File: src/hdl/sta_alloc_pkg.sv
`default_nettype none

package sta_alloc_pkg;

    // Default build values
    localparam int NUM_HANDLES_DEF  = 16;
    localparam int PAGE_BYTES_DEF   = 64;
    localparam int HEADER_BYTES_DEF = 10;

    // Field widths
    localparam int OP_W      = 2;
    localparam int HANDLE_W  = 4;
    localparam int SIZE_W    = 16;
    localparam int KIND_W    = 2;
    localparam int STATUS_W  = 2;
    localparam int ADDR_W    = 16;
    localparam int MEMSIZE_W = 17;
    localparam int END_W     = 17;
    localparam int CFG_IDX_W = 2;

    // Packed stream widths
    localparam int S_TDATA_W = 24;
    localparam int M_TDATA_W = 16;

    // Operation codes
    localparam logic [OP_W-1:0] OP_FORMAT = 2'd0;
    localparam logic [OP_W-1:0] OP_CREATE = 2'd1;
    localparam logic [OP_W-1:0] OP_CHECK  = 2'd2;
    localparam logic [OP_W-1:0] OP_TEST   = 2'd3;

    // Area kinds
    localparam logic [KIND_W-1:0] KIND_NONE     = 2'd0;
    localparam logic [KIND_W-1:0] KIND_CHECKSUM = 2'd1;
    localparam logic [KIND_W-1:0] KIND_SELF     = 2'd2;

    // Result status codes
    localparam logic [STATUS_W-1:0] STAT_OK       = 2'd0;
    localparam logic [STATUS_W-1:0] STAT_INVALID  = 2'd1;
    localparam logic [STATUS_W-1:0] STAT_MISMATCH = 2'd2;
    localparam logic [STATUS_W-1:0] STAT_NO_SPACE = 2'd3;

    // Configuration register indexes
    localparam logic [CFG_IDX_W-1:0] CFG_BASE_ADDRESS = 2'd0;
    localparam logic [CFG_IDX_W-1:0] CFG_MEMORY_BYTES = 2'd1;

    // Register reset values
    localparam logic [ADDR_W-1:0]    BASE_ADDRESS_RST = 16'd64;
    localparam logic [MEMSIZE_W-1:0] MEMORY_BYTES_RST = 17'd65536;

    // One directory entry
    typedef struct packed {
        logic [ADDR_W-1:0] start;
        logic [SIZE_W-1:0] bytes;
        logic [KIND_W-1:0] kind;
    } entry_t;

    // Sequencer states
    typedef enum logic [2:0] {
        ST_IDLE,
        ST_LOOKUP,
        ST_SCAN_RD,
        ST_SCAN_CMP,
        ST_DIV,
        ST_MUL,
        ST_PASS_END,
        ST_RESP
    } state_t;

endpackage

`default_nettype wire

File: src/hdl/storage_area_table_allocator.sv
`default_nettype none

// Storage area directory allocator.
// Input channel s_*: one command item per handshake (op in s_tuser; handle, size and type
// in s_tdata). Result channel m_*: one item per command (status in m_tuser, address in
// m_tdata). Configuration channel cfg_*: writes base_address (index 0) or memory_bytes
// (index 1); other indexes are dropped. cfg_ready is always high.
// Format and bad-handle, bad-type check or create, or oversize commands go straight to
// the response state; check and test first pass through a lookup state that reads the entry.
// Create scans the directory in passes; each pass reads and compares every entry in turn
// and ends in a pass-end check, and each overlap found adds a divide and a multiply step,
// set by the single directory read port and the shared page-round unit (reciprocal multiply,
// then multiply back by the page size). The search needs at most NUM_HANDLES+1 passes.
// Only one command is in work at a time. s_tready is high only while the sequencer is
// idle; it rises at the edge that loads the result register, so the next command is
// taken at the following edge at the earliest.
// If the receiver stalls, the sequencer holds the next result until the register frees.
// Reset (aresetn low, synchronous) empties the directory through per-entry valid flags,
// restores both configuration registers and drops any pending result.
module storage_area_table_allocator #(
    parameter int NUM_HANDLES  = sta_alloc_pkg::NUM_HANDLES_DEF,
    parameter int PAGE_BYTES   = sta_alloc_pkg::PAGE_BYTES_DEF,
    parameter int HEADER_BYTES = sta_alloc_pkg::HEADER_BYTES_DEF
) (
    input  wire logic                                  aclk,
    input  wire logic                                  aresetn,
    // Command items
    input  wire logic                                  s_tvalid,
    output logic                                       s_tready,
    // s_tdata: handle [3:0], area_size [19:4], area_type [21:20], zero [23:22]
    input  wire logic [sta_alloc_pkg::S_TDATA_W-1:0]   s_tdata,
    // s_tuser: op [1:0]
    input  wire logic [sta_alloc_pkg::OP_W-1:0]        s_tuser,
    // Result items
    output logic                                       m_tvalid,
    input  wire logic                                  m_tready,
    // m_tdata: area_address [15:0]
    output logic [sta_alloc_pkg::M_TDATA_W-1:0]        m_tdata,
    // m_tuser: status [1:0]
    output logic [sta_alloc_pkg::STATUS_W-1:0]         m_tuser,
    // Configuration writes
    input  wire logic                                  cfg_valid,
    output logic                                       cfg_ready,
    input  wire logic [sta_alloc_pkg::CFG_IDX_W-1:0]   cfg_index,
    input  wire logic [sta_alloc_pkg::MEMSIZE_W-1:0]   cfg_data
);
    import sta_alloc_pkg::*;

    localparam int IDX_W       = (NUM_HANDLES > 1) ? $clog2(NUM_HANDLES) : 1;
    localparam int NEED_W      = SIZE_W + 1;
    localparam int PAGE_SHIFT  = $clog2(PAGE_BYTES);
    localparam int RECIP_SHIFT = END_W + PAGE_SHIFT;
    localparam int RECIP_W     = END_W + 2;
    localparam int PROD_W      = END_W + RECIP_W;
    localparam logic [63:0] RECIP_FULL =
        ((64'd1 << RECIP_SHIFT) + 64'(PAGE_BYTES) - 64'd1) / 64'(PAGE_BYTES);
    localparam logic [RECIP_W-1:0] RECIP = RECIP_FULL[RECIP_W-1:0];
    localparam logic [IDX_W-1:0] LAST_IDX = IDX_W'(NUM_HANDLES - 1);

    // Directory storage and valid flags
    entry_t                   mem [NUM_HANDLES];
    entry_t                   mem_q_reg;
    logic                     rd_valid_reg;
    logic [NUM_HANDLES-1:0]   valid_reg, valid_next;
    logic [IDX_W-1:0]         rd_addr;
    logic                     mem_we;

    // Sequencer and work registers
    state_t                   state_reg, state_next;
    logic [OP_W-1:0]          op_reg, op_next;
    logic [IDX_W-1:0]         hidx_reg, hidx_next;
    logic [KIND_W-1:0]        kind_reg, kind_next;
    logic [NEED_W-1:0]        need_reg, need_next;
    logic [ADDR_W-1:0]        lo_reg, lo_next;
    logic                     moved_reg, moved_next;
    logic [IDX_W-1:0]         idx_reg, idx_next;
    logic [END_W-1:0]         end_reg, end_next;
    logic [END_W-1:0]         quot_reg, quot_next;
    logic [STATUS_W-1:0]      res_status_reg, res_status_next;
    logic [ADDR_W-1:0]        res_addr_reg, res_addr_next;

    // Configuration and output registers
    logic [ADDR_W-1:0]        base_reg;
    logic [MEMSIZE_W-1:0]     mem_bytes_reg;
    logic                     m_tvalid_reg, m_tvalid_next;
    logic [STATUS_W-1:0]      m_status_reg, m_status_next;
    logic [ADDR_W-1:0]        m_addr_reg, m_addr_next;

    // Unpacked command fields
    logic [HANDLE_W-1:0]      in_handle;
    logic [SIZE_W-1:0]        in_size;
    logic [KIND_W-1:0]        in_kind;
    logic                     in_handle_ok;
    logic                     in_kind_ok;
    logic [NEED_W-1:0]        in_need;

    // Entry as seen through its valid flag
    logic [ADDR_W-1:0]        ent_start;
    logic [SIZE_W-1:0]        ent_bytes;
    logic [KIND_W-1:0]        ent_kind;
    logic [END_W-1:0]         ent_end;
    logic [END_W-1:0]         cand_lo;
    logic [END_W-1:0]         cand_hi;
    logic [END_W-1:0]         ent_start_w;
    logic                     touch;
    logic [PROD_W-1:0]        recip_prod;
    logic [31:0]              page_next;
    logic [END_W-1:0]         span_end;

    assign in_handle    = s_tdata[3:0];
    assign in_size      = s_tdata[19:4];
    assign in_kind      = s_tdata[21:20];
    assign in_handle_ok = (32'(in_handle) < NUM_HANDLES);
    assign in_kind_ok   = (in_kind == KIND_CHECKSUM) || (in_kind == KIND_SELF);
    assign in_need      = (in_kind == KIND_CHECKSUM) ?
                          NEED_W'(in_size) + NEED_W'(HEADER_BYTES) : NEED_W'(in_size);

    assign ent_start   = rd_valid_reg ? mem_q_reg.start : '0;
    assign ent_bytes   = rd_valid_reg ? mem_q_reg.bytes : '0;
    assign ent_kind    = rd_valid_reg ? mem_q_reg.kind  : KIND_NONE;
    assign ent_start_w = END_W'(ent_start);
    assign ent_end     = END_W'(ent_start) + END_W'(ent_bytes);
    assign cand_lo     = END_W'(lo_reg);
    assign cand_hi     = END_W'(lo_reg) + END_W'(need_reg[SIZE_W-1:0]);
    assign span_end    = END_W'(lo_reg) + END_W'(need_reg[SIZE_W-1:0]);

    // Inclusive overlap test against the candidate range
    assign touch = rd_valid_reg && (ent_kind != KIND_NONE) &&
                   (((ent_start_w <= cand_lo) && (ent_end >= cand_lo)) ||
                    ((ent_start_w <= cand_hi) && (ent_end >= cand_hi)) ||
                    ((ent_start_w >= cand_lo) && (ent_start_w <= cand_hi)));

    // Shared page-round unit: divide by reciprocal, then multiply back
    assign recip_prod = PROD_W'(end_reg) * PROD_W'(RECIP);
    assign page_next  = (32'(quot_reg) + 32'd1) * 32'(PAGE_BYTES);

    assign s_tready  = (state_reg == ST_IDLE);
    assign cfg_ready = 1'b1;
    assign m_tvalid  = m_tvalid_reg;
    assign m_tdata   = m_addr_reg;
    assign m_tuser   = m_status_reg;

    // Next state and datapath control
    always_comb begin
        state_next      = state_reg;
        op_next         = op_reg;
        hidx_next       = hidx_reg;
        kind_next       = kind_reg;
        need_next       = need_reg;
        lo_next         = lo_reg;
        moved_next      = moved_reg;
        idx_next        = idx_reg;
        end_next        = end_reg;
        quot_next       = quot_reg;
        res_status_next = res_status_reg;
        res_addr_next   = res_addr_reg;
        valid_next      = valid_reg;
        m_tvalid_next   = m_tvalid_reg;
        m_status_next   = m_status_reg;
        m_addr_next     = m_addr_reg;
        rd_addr         = idx_reg;
        mem_we          = 1'b0;

        if (m_tvalid_reg && m_tready) begin
            m_tvalid_next = 1'b0;
        end

        unique case (state_reg)
            ST_IDLE: begin
                rd_addr = IDX_W'(in_handle);
                if (s_tvalid) begin
                    op_next         = s_tuser;
                    hidx_next       = IDX_W'(in_handle);
                    kind_next       = in_kind;
                    need_next       = in_need;
                    res_addr_next   = '0;
                    res_status_next = STAT_OK;
                    lo_next         = base_reg;
                    moved_next      = 1'b0;
                    idx_next        = '0;
                    if (s_tuser == OP_FORMAT) begin
                        valid_next = '0;
                        state_next = ST_RESP;
                    end else if (!in_handle_ok) begin
                        res_status_next = STAT_INVALID;
                        state_next      = ST_RESP;
                    end else if (s_tuser == OP_TEST) begin
                        state_next = ST_LOOKUP;
                    end else if (!in_kind_ok) begin
                        res_status_next = STAT_INVALID;
                        state_next      = ST_RESP;
                    end else if (s_tuser == OP_CHECK) begin
                        state_next = ST_LOOKUP;
                    end else if (in_need[SIZE_W]) begin
                        res_status_next = STAT_NO_SPACE;
                        state_next      = ST_RESP;
                    end else begin
                        state_next = ST_SCAN_RD;
                    end
                end
            end

            ST_LOOKUP: begin
                if (op_reg == OP_CHECK) begin
                    if ((ent_start == '0) || (ent_kind != kind_reg) ||
                        (NEED_W'(ent_bytes) != need_reg)) begin
                        res_status_next = STAT_MISMATCH;
                    end else begin
                        res_addr_next = ent_start;
                    end
                end else begin
                    if ((ent_start == '0) || (ent_kind == KIND_NONE) || (ent_bytes == '0)) begin
                        res_status_next = STAT_MISMATCH;
                    end else begin
                        res_addr_next = ent_start;
                    end
                end
                state_next = ST_RESP;
            end

            ST_SCAN_RD: begin
                rd_addr    = idx_reg;
                state_next = ST_SCAN_CMP;
            end

            ST_SCAN_CMP: begin
                if (touch) begin
                    end_next   = ent_end;
                    state_next = ST_DIV;
                end else if (idx_reg == LAST_IDX) begin
                    state_next = ST_PASS_END;
                end else begin
                    idx_next   = idx_reg + 1'b1;
                    state_next = ST_SCAN_RD;
                end
            end

            ST_DIV: begin
                quot_next  = END_W'(recip_prod >> RECIP_SHIFT);
                state_next = ST_MUL;
            end

            ST_MUL: begin
                if (page_next > 32'h0000_FFFF) begin
                    res_status_next = STAT_NO_SPACE;
                    state_next      = ST_RESP;
                end else begin
                    lo_next    = page_next[ADDR_W-1:0];
                    moved_next = 1'b1;
                    if (idx_reg == LAST_IDX) begin
                        state_next = ST_PASS_END;
                    end else begin
                        idx_next   = idx_reg + 1'b1;
                        state_next = ST_SCAN_RD;
                    end
                end
            end

            ST_PASS_END: begin
                if (span_end > mem_bytes_reg) begin
                    res_status_next = STAT_NO_SPACE;
                    state_next      = ST_RESP;
                end else if (moved_reg) begin
                    moved_next = 1'b0;
                    idx_next   = '0;
                    state_next = ST_SCAN_RD;
                end else if (lo_reg == '0) begin
                    res_status_next = STAT_NO_SPACE;
                    state_next      = ST_RESP;
                end else begin
                    mem_we               = 1'b1;
                    valid_next[hidx_reg] = 1'b1;
                    res_addr_next        = lo_reg;
                    state_next           = ST_RESP;
                end
            end

            ST_RESP: begin
                if (!m_tvalid_reg || m_tready) begin
                    m_tvalid_next = 1'b1;
                    m_status_next = res_status_reg;
                    m_addr_next   = res_addr_reg;
                    state_next    = ST_IDLE;
                end
            end

            default: begin
                state_next = ST_IDLE;
            end
        endcase
    end

    // State register and control flags
    always_ff @(posedge aclk) begin
        if (!aresetn) begin
            state_reg    <= ST_IDLE;
            valid_reg    <= '0;
            m_tvalid_reg <= 1'b0;
        end else begin
            state_reg    <= state_next;
            valid_reg    <= valid_next;
            m_tvalid_reg <= m_tvalid_next;
        end
    end

    // Work and result payload registers
    always_ff @(posedge aclk) begin
        op_reg         <= op_next;
        hidx_reg       <= hidx_next;
        kind_reg       <= kind_next;
        need_reg       <= need_next;
        lo_reg         <= lo_next;
        moved_reg      <= moved_next;
        idx_reg        <= idx_next;
        end_reg        <= end_next;
        quot_reg       <= quot_next;
        res_status_reg <= res_status_next;
        res_addr_reg   <= res_addr_next;
        m_status_reg   <= m_status_next;
        m_addr_reg     <= m_addr_next;
    end

    // Configuration registers
    always_ff @(posedge aclk) begin
        if (!aresetn) begin
            base_reg      <= BASE_ADDRESS_RST;
            mem_bytes_reg <= MEMORY_BYTES_RST;
        end else if (cfg_valid) begin
            unique case (cfg_index)
                CFG_BASE_ADDRESS: base_reg      <= cfg_data[ADDR_W-1:0];
                CFG_MEMORY_BYTES: mem_bytes_reg <= cfg_data;
                default: begin
                end
            endcase
        end
    end

    // Directory memory: one write, one registered read
    always_ff @(posedge aclk) begin
        if (mem_we) begin
            mem[hidx_reg] <= '{start: lo_reg, bytes: need_reg[SIZE_W-1:0], kind: kind_reg};
        end
        mem_q_reg    <= mem[rd_addr];
        rd_valid_reg <= valid_reg[rd_addr];
    end

    // A command moves the sequencer out of idle
    assert property (@(posedge aclk) disable iff (!aresetn)
        (s_tvalid && s_tready) |=> (state_reg != ST_IDLE))
        else $error("command accepted but sequencer stayed idle");

    // A new result appears only from the response state
    assert property (@(posedge aclk) disable iff (!aresetn)
        (m_tvalid_reg && !$past(m_tvalid_reg)) |-> ($past(state_reg) == ST_RESP))
        else $error("result raised outside response state");

    // Only a found, nonzero range that fits is recorded
    assert property (@(posedge aclk) disable iff (!aresetn)
        mem_we |-> ((lo_reg != '0) && (span_end <= mem_bytes_reg) && !moved_reg))
        else $error("directory written with an unusable range");

    // Failures carry address zero
    assert property (@(posedge aclk) disable iff (!aresetn)
        (m_tvalid_reg && (m_status_reg != STAT_OK)) |-> (m_addr_reg == '0))
        else $error("failed result carries an address");

endmodule

`default_nettype wire
File: config.mk
export PLATFORM = sky130hd
export DESIGN_NAME = storage_area_table_allocator
export DESIGN_NICKNAME = d
export VERILOG_FILES = /design/src/hdl/sta_alloc_pkg.sv /design/src/hdl/storage_area_table_allocator.sv
export SDC_FILE = /design/constraint.sdc
export NUM_CORES = 1
export LEC_CHECK = 0
export ABC_CLOCK_PERIOD_IN_PS = 10090
export BUFFER_PORTS_ARGS = -buffer_cell sky130_fd_sc_hd__clkbuf_2
export CAP_MARGIN = 20
export CORE_UTILIZATION = 63
export DETAILED_ROUTE_END_ITERATION = 8
export PLACE_DENSITY_LB_ADDON = 0.2
export SETUP_SLACK_MARGIN = 0.3
export SYNTH_ARGS = -nofsm -noshare
export SYNTH_HDL_FRONTEND = slang
export SYNTH_SLANG_ARGS = --single-unit
File: constraint.sdc
create_clock -name aclk -period 10.09 [get_ports aclk]
set_input_delay 1.009 -clock aclk [delete_from_list [all_inputs] [get_ports aclk]]
set_output_delay 1.009 -clock aclk [all_outputs]
set_load 0.05 [all_outputs]
==> results.py <==
metrics = {
    "worst_setup_path": {
        "reg2regPathDepth": 20,
        "end_kind": "flop",
        "critical_path_required_ps": 10320,
        "path_class": "flop to flop",
        "reg2reg_slack_ps": 3510,
        "startpoint_type": "flop",
        "reg2reg_to": "idx_reg[1]",
        "arrival_ps": 6810,
        "cp_max_fo": 60,
        "rr_startpoint": "rd_valid_reg",
    },
    "clock_tree": {
        "clk_pin_slew_ps": 60,
        "cts.sinks": 736,
        "cts_tree": "yes",
        "insertion_delay_ps": 610,
        "cts_inserted_buffers": 73,
        "hold_buffers": 0,
        "root_buffer": "clkbuf_16",
        "h-tree-depth": 3,
        "cts_resized": 0,
        "clk_path_buf_depth": 3,
        "postCtsSetupRepairBufs": 0,
    },
    "detailed_routing": {
        "wl_per_cell_um": 26.9,
        "ant_nets": 0,
        "drt_iter0_drc": 1815,
        "drt-pass1-iter-count": 5,
        "drc": 0,
        "vias": 19000,
        "routed_wl_um": 78700,
        "viasPerCell": 6.50,
    },
    "sta": {
        "tightest_slew_ps": 1130,
        "slew_viol_final": 0,
        "slew_headroom": 0.241,
        "max_freq_ghz": 0.152,
        "setup_viol": 0,
        "final_hold_viol_count": 0,
        "layout_min_cycle_time_ps": 6580,
        "rsz0062_at_grt": "no",
        "setup_tns_ps": 0,
        "fin_skew_ps": 28.0,
        "hold_ws_ps": 404,
        "timing.final.crit_share": 0.652,
    },
    "floorplanning": {
        "core_area_um2": 50300,
        "rows": 82,
        "start_util": 0.639,
        "design.die.area_um2": 51900,
        "die_h_um": 228,
        "io_pins": 71,
        "die_x_um": 228,
    },
    "logic_synthesis": {
        "synth-seq-area-share": 0.660,
        "async_flop_share": 0,
        "yosys.area.top_type_share": 0.605,
        "netlist_top_cells_area": "edfxtp_1 (61%), mux4_2 (9.8%), dfxtp_1 (5.5%)",
        "ys_ff_latch": 736,
        "syn_avg_cell_area_um2": 15.3,
        "yosysTopAreaCell": "edfxtp_1",
        "netlist_area_um2": 32100,
        "yosysUniqueCellTypes": 87,
        "synth_edf_count": 648,
        "syn_inst": 2107,
        "yosys_warnings": 0,
        "ys.flop_type": "edfxtp_1",
        "syn-num-nets": 2268,
    },
    "hold_path": {
        "hold_depth": 0,
        "hold_end": "quot_reg[4]",
        "hold_path.startpoint": "end_reg[10]",
        "holdCritPathClass": "flop to flop",
    },
    "global_route": {
        "grt_max_degree": 141,
        "antenna_found_initial": 0,
        "first_global_vias": 19400,
        "grt_use_total": 0.311,
        "grt_pass1_wl_um": 118000,
        "overflow": 0,
    },
    "flow_run": {
        "cap_viol_max_count": 0,
    },
    "pwr": {
        "seqPwrFrac": 0.403,
        "switching_share": 0.334,
        "peakVddDrop_mv": 0.334,
        "clkPwrFrac": 0.272,
        "power_switching_uw": 3260,
        "p_int_uw": 6500,
        "p_per_area_nw_per_um2": 273,
        "combPwrFrac": 0.325,
        "p_leak_uw": 0.0123,
    },
    "cells_and_area": {
        "final_nets": 2356,
        "fin_cells": 2924,
        "syn2layout_area_growth_pct": 11.1,
        "fin_util": 0.710,
        "n_antenna_cell": 0,
        "drive_above_1_share": 0.177,
        "largest_reg_flops": 544,
    },
    "placed_design": {
        "hpwl_um": 47500,
        "portBuffers": 67,
        "gp_congestion": 0.955,
        "place_inst": 2790,
    },
    "outcome": {
        "status": "finished clean",
    },
}
[how the worst max path moves through the flow]
stage	from	end	slack (ps)	depth (start not counted)
6_report	rd_valid_reg	idx_reg[1]	3510	20
5_1_grt	rd_valid_reg	idx_reg[3]	3240	21
4_1_cts	rd_valid_reg	idx_reg[1]	3710	20
3_5_place_dp	rd_valid_reg	idx_reg[1]	3760	20
3_3_place_gp	rd_valid_reg	idx_reg[0]	3710	21
2_1_floorplan	need_reg[1]	mem[3][0]	2450	19
[power groups by stage]
stage	Sequential, uW	Combinational [uW]	Clock [uW]
after global placement	3980	3060	0
after CTS	3940	3150	2690
after floorplan	3840	2340	0
after global routing	3960	3440	2810
after detailed placement	4000	3120	0
final	3940	3170	2650
[cell usage after synthesis, types with 4 or more instances]
master / instances
a211oi_1: 44
o21a_1: 9
buf_2: 18
xor2_1: 25
inv_1: 81
o22ai_1: 9
buf_4: 16
a2111oi_0: 7
ha_1: 109
o21ai_0: 65
xnor2_1: 40
nor2b_1: 25
a21oi_1: 43
edfxtp_1: 648
clkbuf_1: 51
o21bai_1: 5
dfxtp_1: 88
and2_1: 66
and3_1: 13
nand3b_1: 10
or2_2: 6
mux4_2: 140
nand4_1: 20
a31oi_1: 42
a21boi_0: 35
or3_1: 8
a21o_1: 13
a22o_1: 10
mux2i_1: 4
o31ai_1: 5
nor3b_1: 4
a22oi_1: 4
nor3_1: 18
nand2b_1: 16
nor4_1: 15
nand2_1: 229
nor2_1: 54
o211ai_1: 11
o21ai_1: 4
nand3_1: 28
[critical path: stages, from the launching register on]
cell and delay (ps):
dfxtp_2 310, buf_4 440, and2_1 410, ha_1 290, a21o_1 170, a21oi_1 230
o21ai_0 210, o21ai_0 200, a21oi_1 130, a221oi_1 410, nand2_1 160, a2111o_1 400
o311ai_0 270, ha_1 390, nand4_1 100, nor4_1 50, or3_1 360, a2111o_1 400
a22oi_2 370, o31ai_1 150, a211oi_1 700
[routing by layer]
metal / share of wire / GRT usage
met4: 0.038 / 0.120
met1: 0.41 / 0.426
met3: 0.075 / 0.0546
met2: 0.48 / 0.501
met5: 0 / 0
[layout by cell type (no fill, tap or decap), drive strengths merged, types with 34 or more instances in the layout]
cell / count
nand2: 230
dfxtp: 88
and2: 66
edfxtp: 648
a211oi: 44
inv: 84
a31oi: 43
mux4: 140
o21ai: 69
nor2: 54
clkbuf: 162
xnor2: 40
a21oi: 45
buf: 34
ha: 109
a21boi: 35
[cells by family (layout without fill, tap and decap cells)]
logic type / count (synthesis) / count (layout) / synth area share
XOR/XNOR: 65 / 65 / 0.0177
other: 1 / 1 / 0.000117
buffers and inverters: 171 / 316 / 0.0228
multiplexers: 148 / 148 / 0.101
adder cells (fa/ha/maj): 115 / 115 / 0.0450
flip-flops: 736 / 736 / 0.660
AND/OR/NAND/NOR: 526 / 526 / 0.0803
AO/OA/AOI/OAI: 345 / 345 / 0.0732
[stage by stage]
stage	power (uW)	setup WS [ps]	instance area [um2]
after global routing	10200	3240	35700
after global placement	7040	3710	33300
after CTS	9770	3710	35700
after detailed placement	7120	3760	33300
final	9760	3510	35700
after floorplan	6180	2450	32100
[final cells by class]
class	instances	area (um2)
Tap cell	672	841
Clock inverter	37	294
Fill cell	3169	14600
Multi-Input combinational cell	1200	10400
Clock buffer	95	2060
Inverter	83	312
Sequential cell	736	21200
Timing Repair Buffer	101	627
No activity file was read; power rests on OpenSTA's default activity.
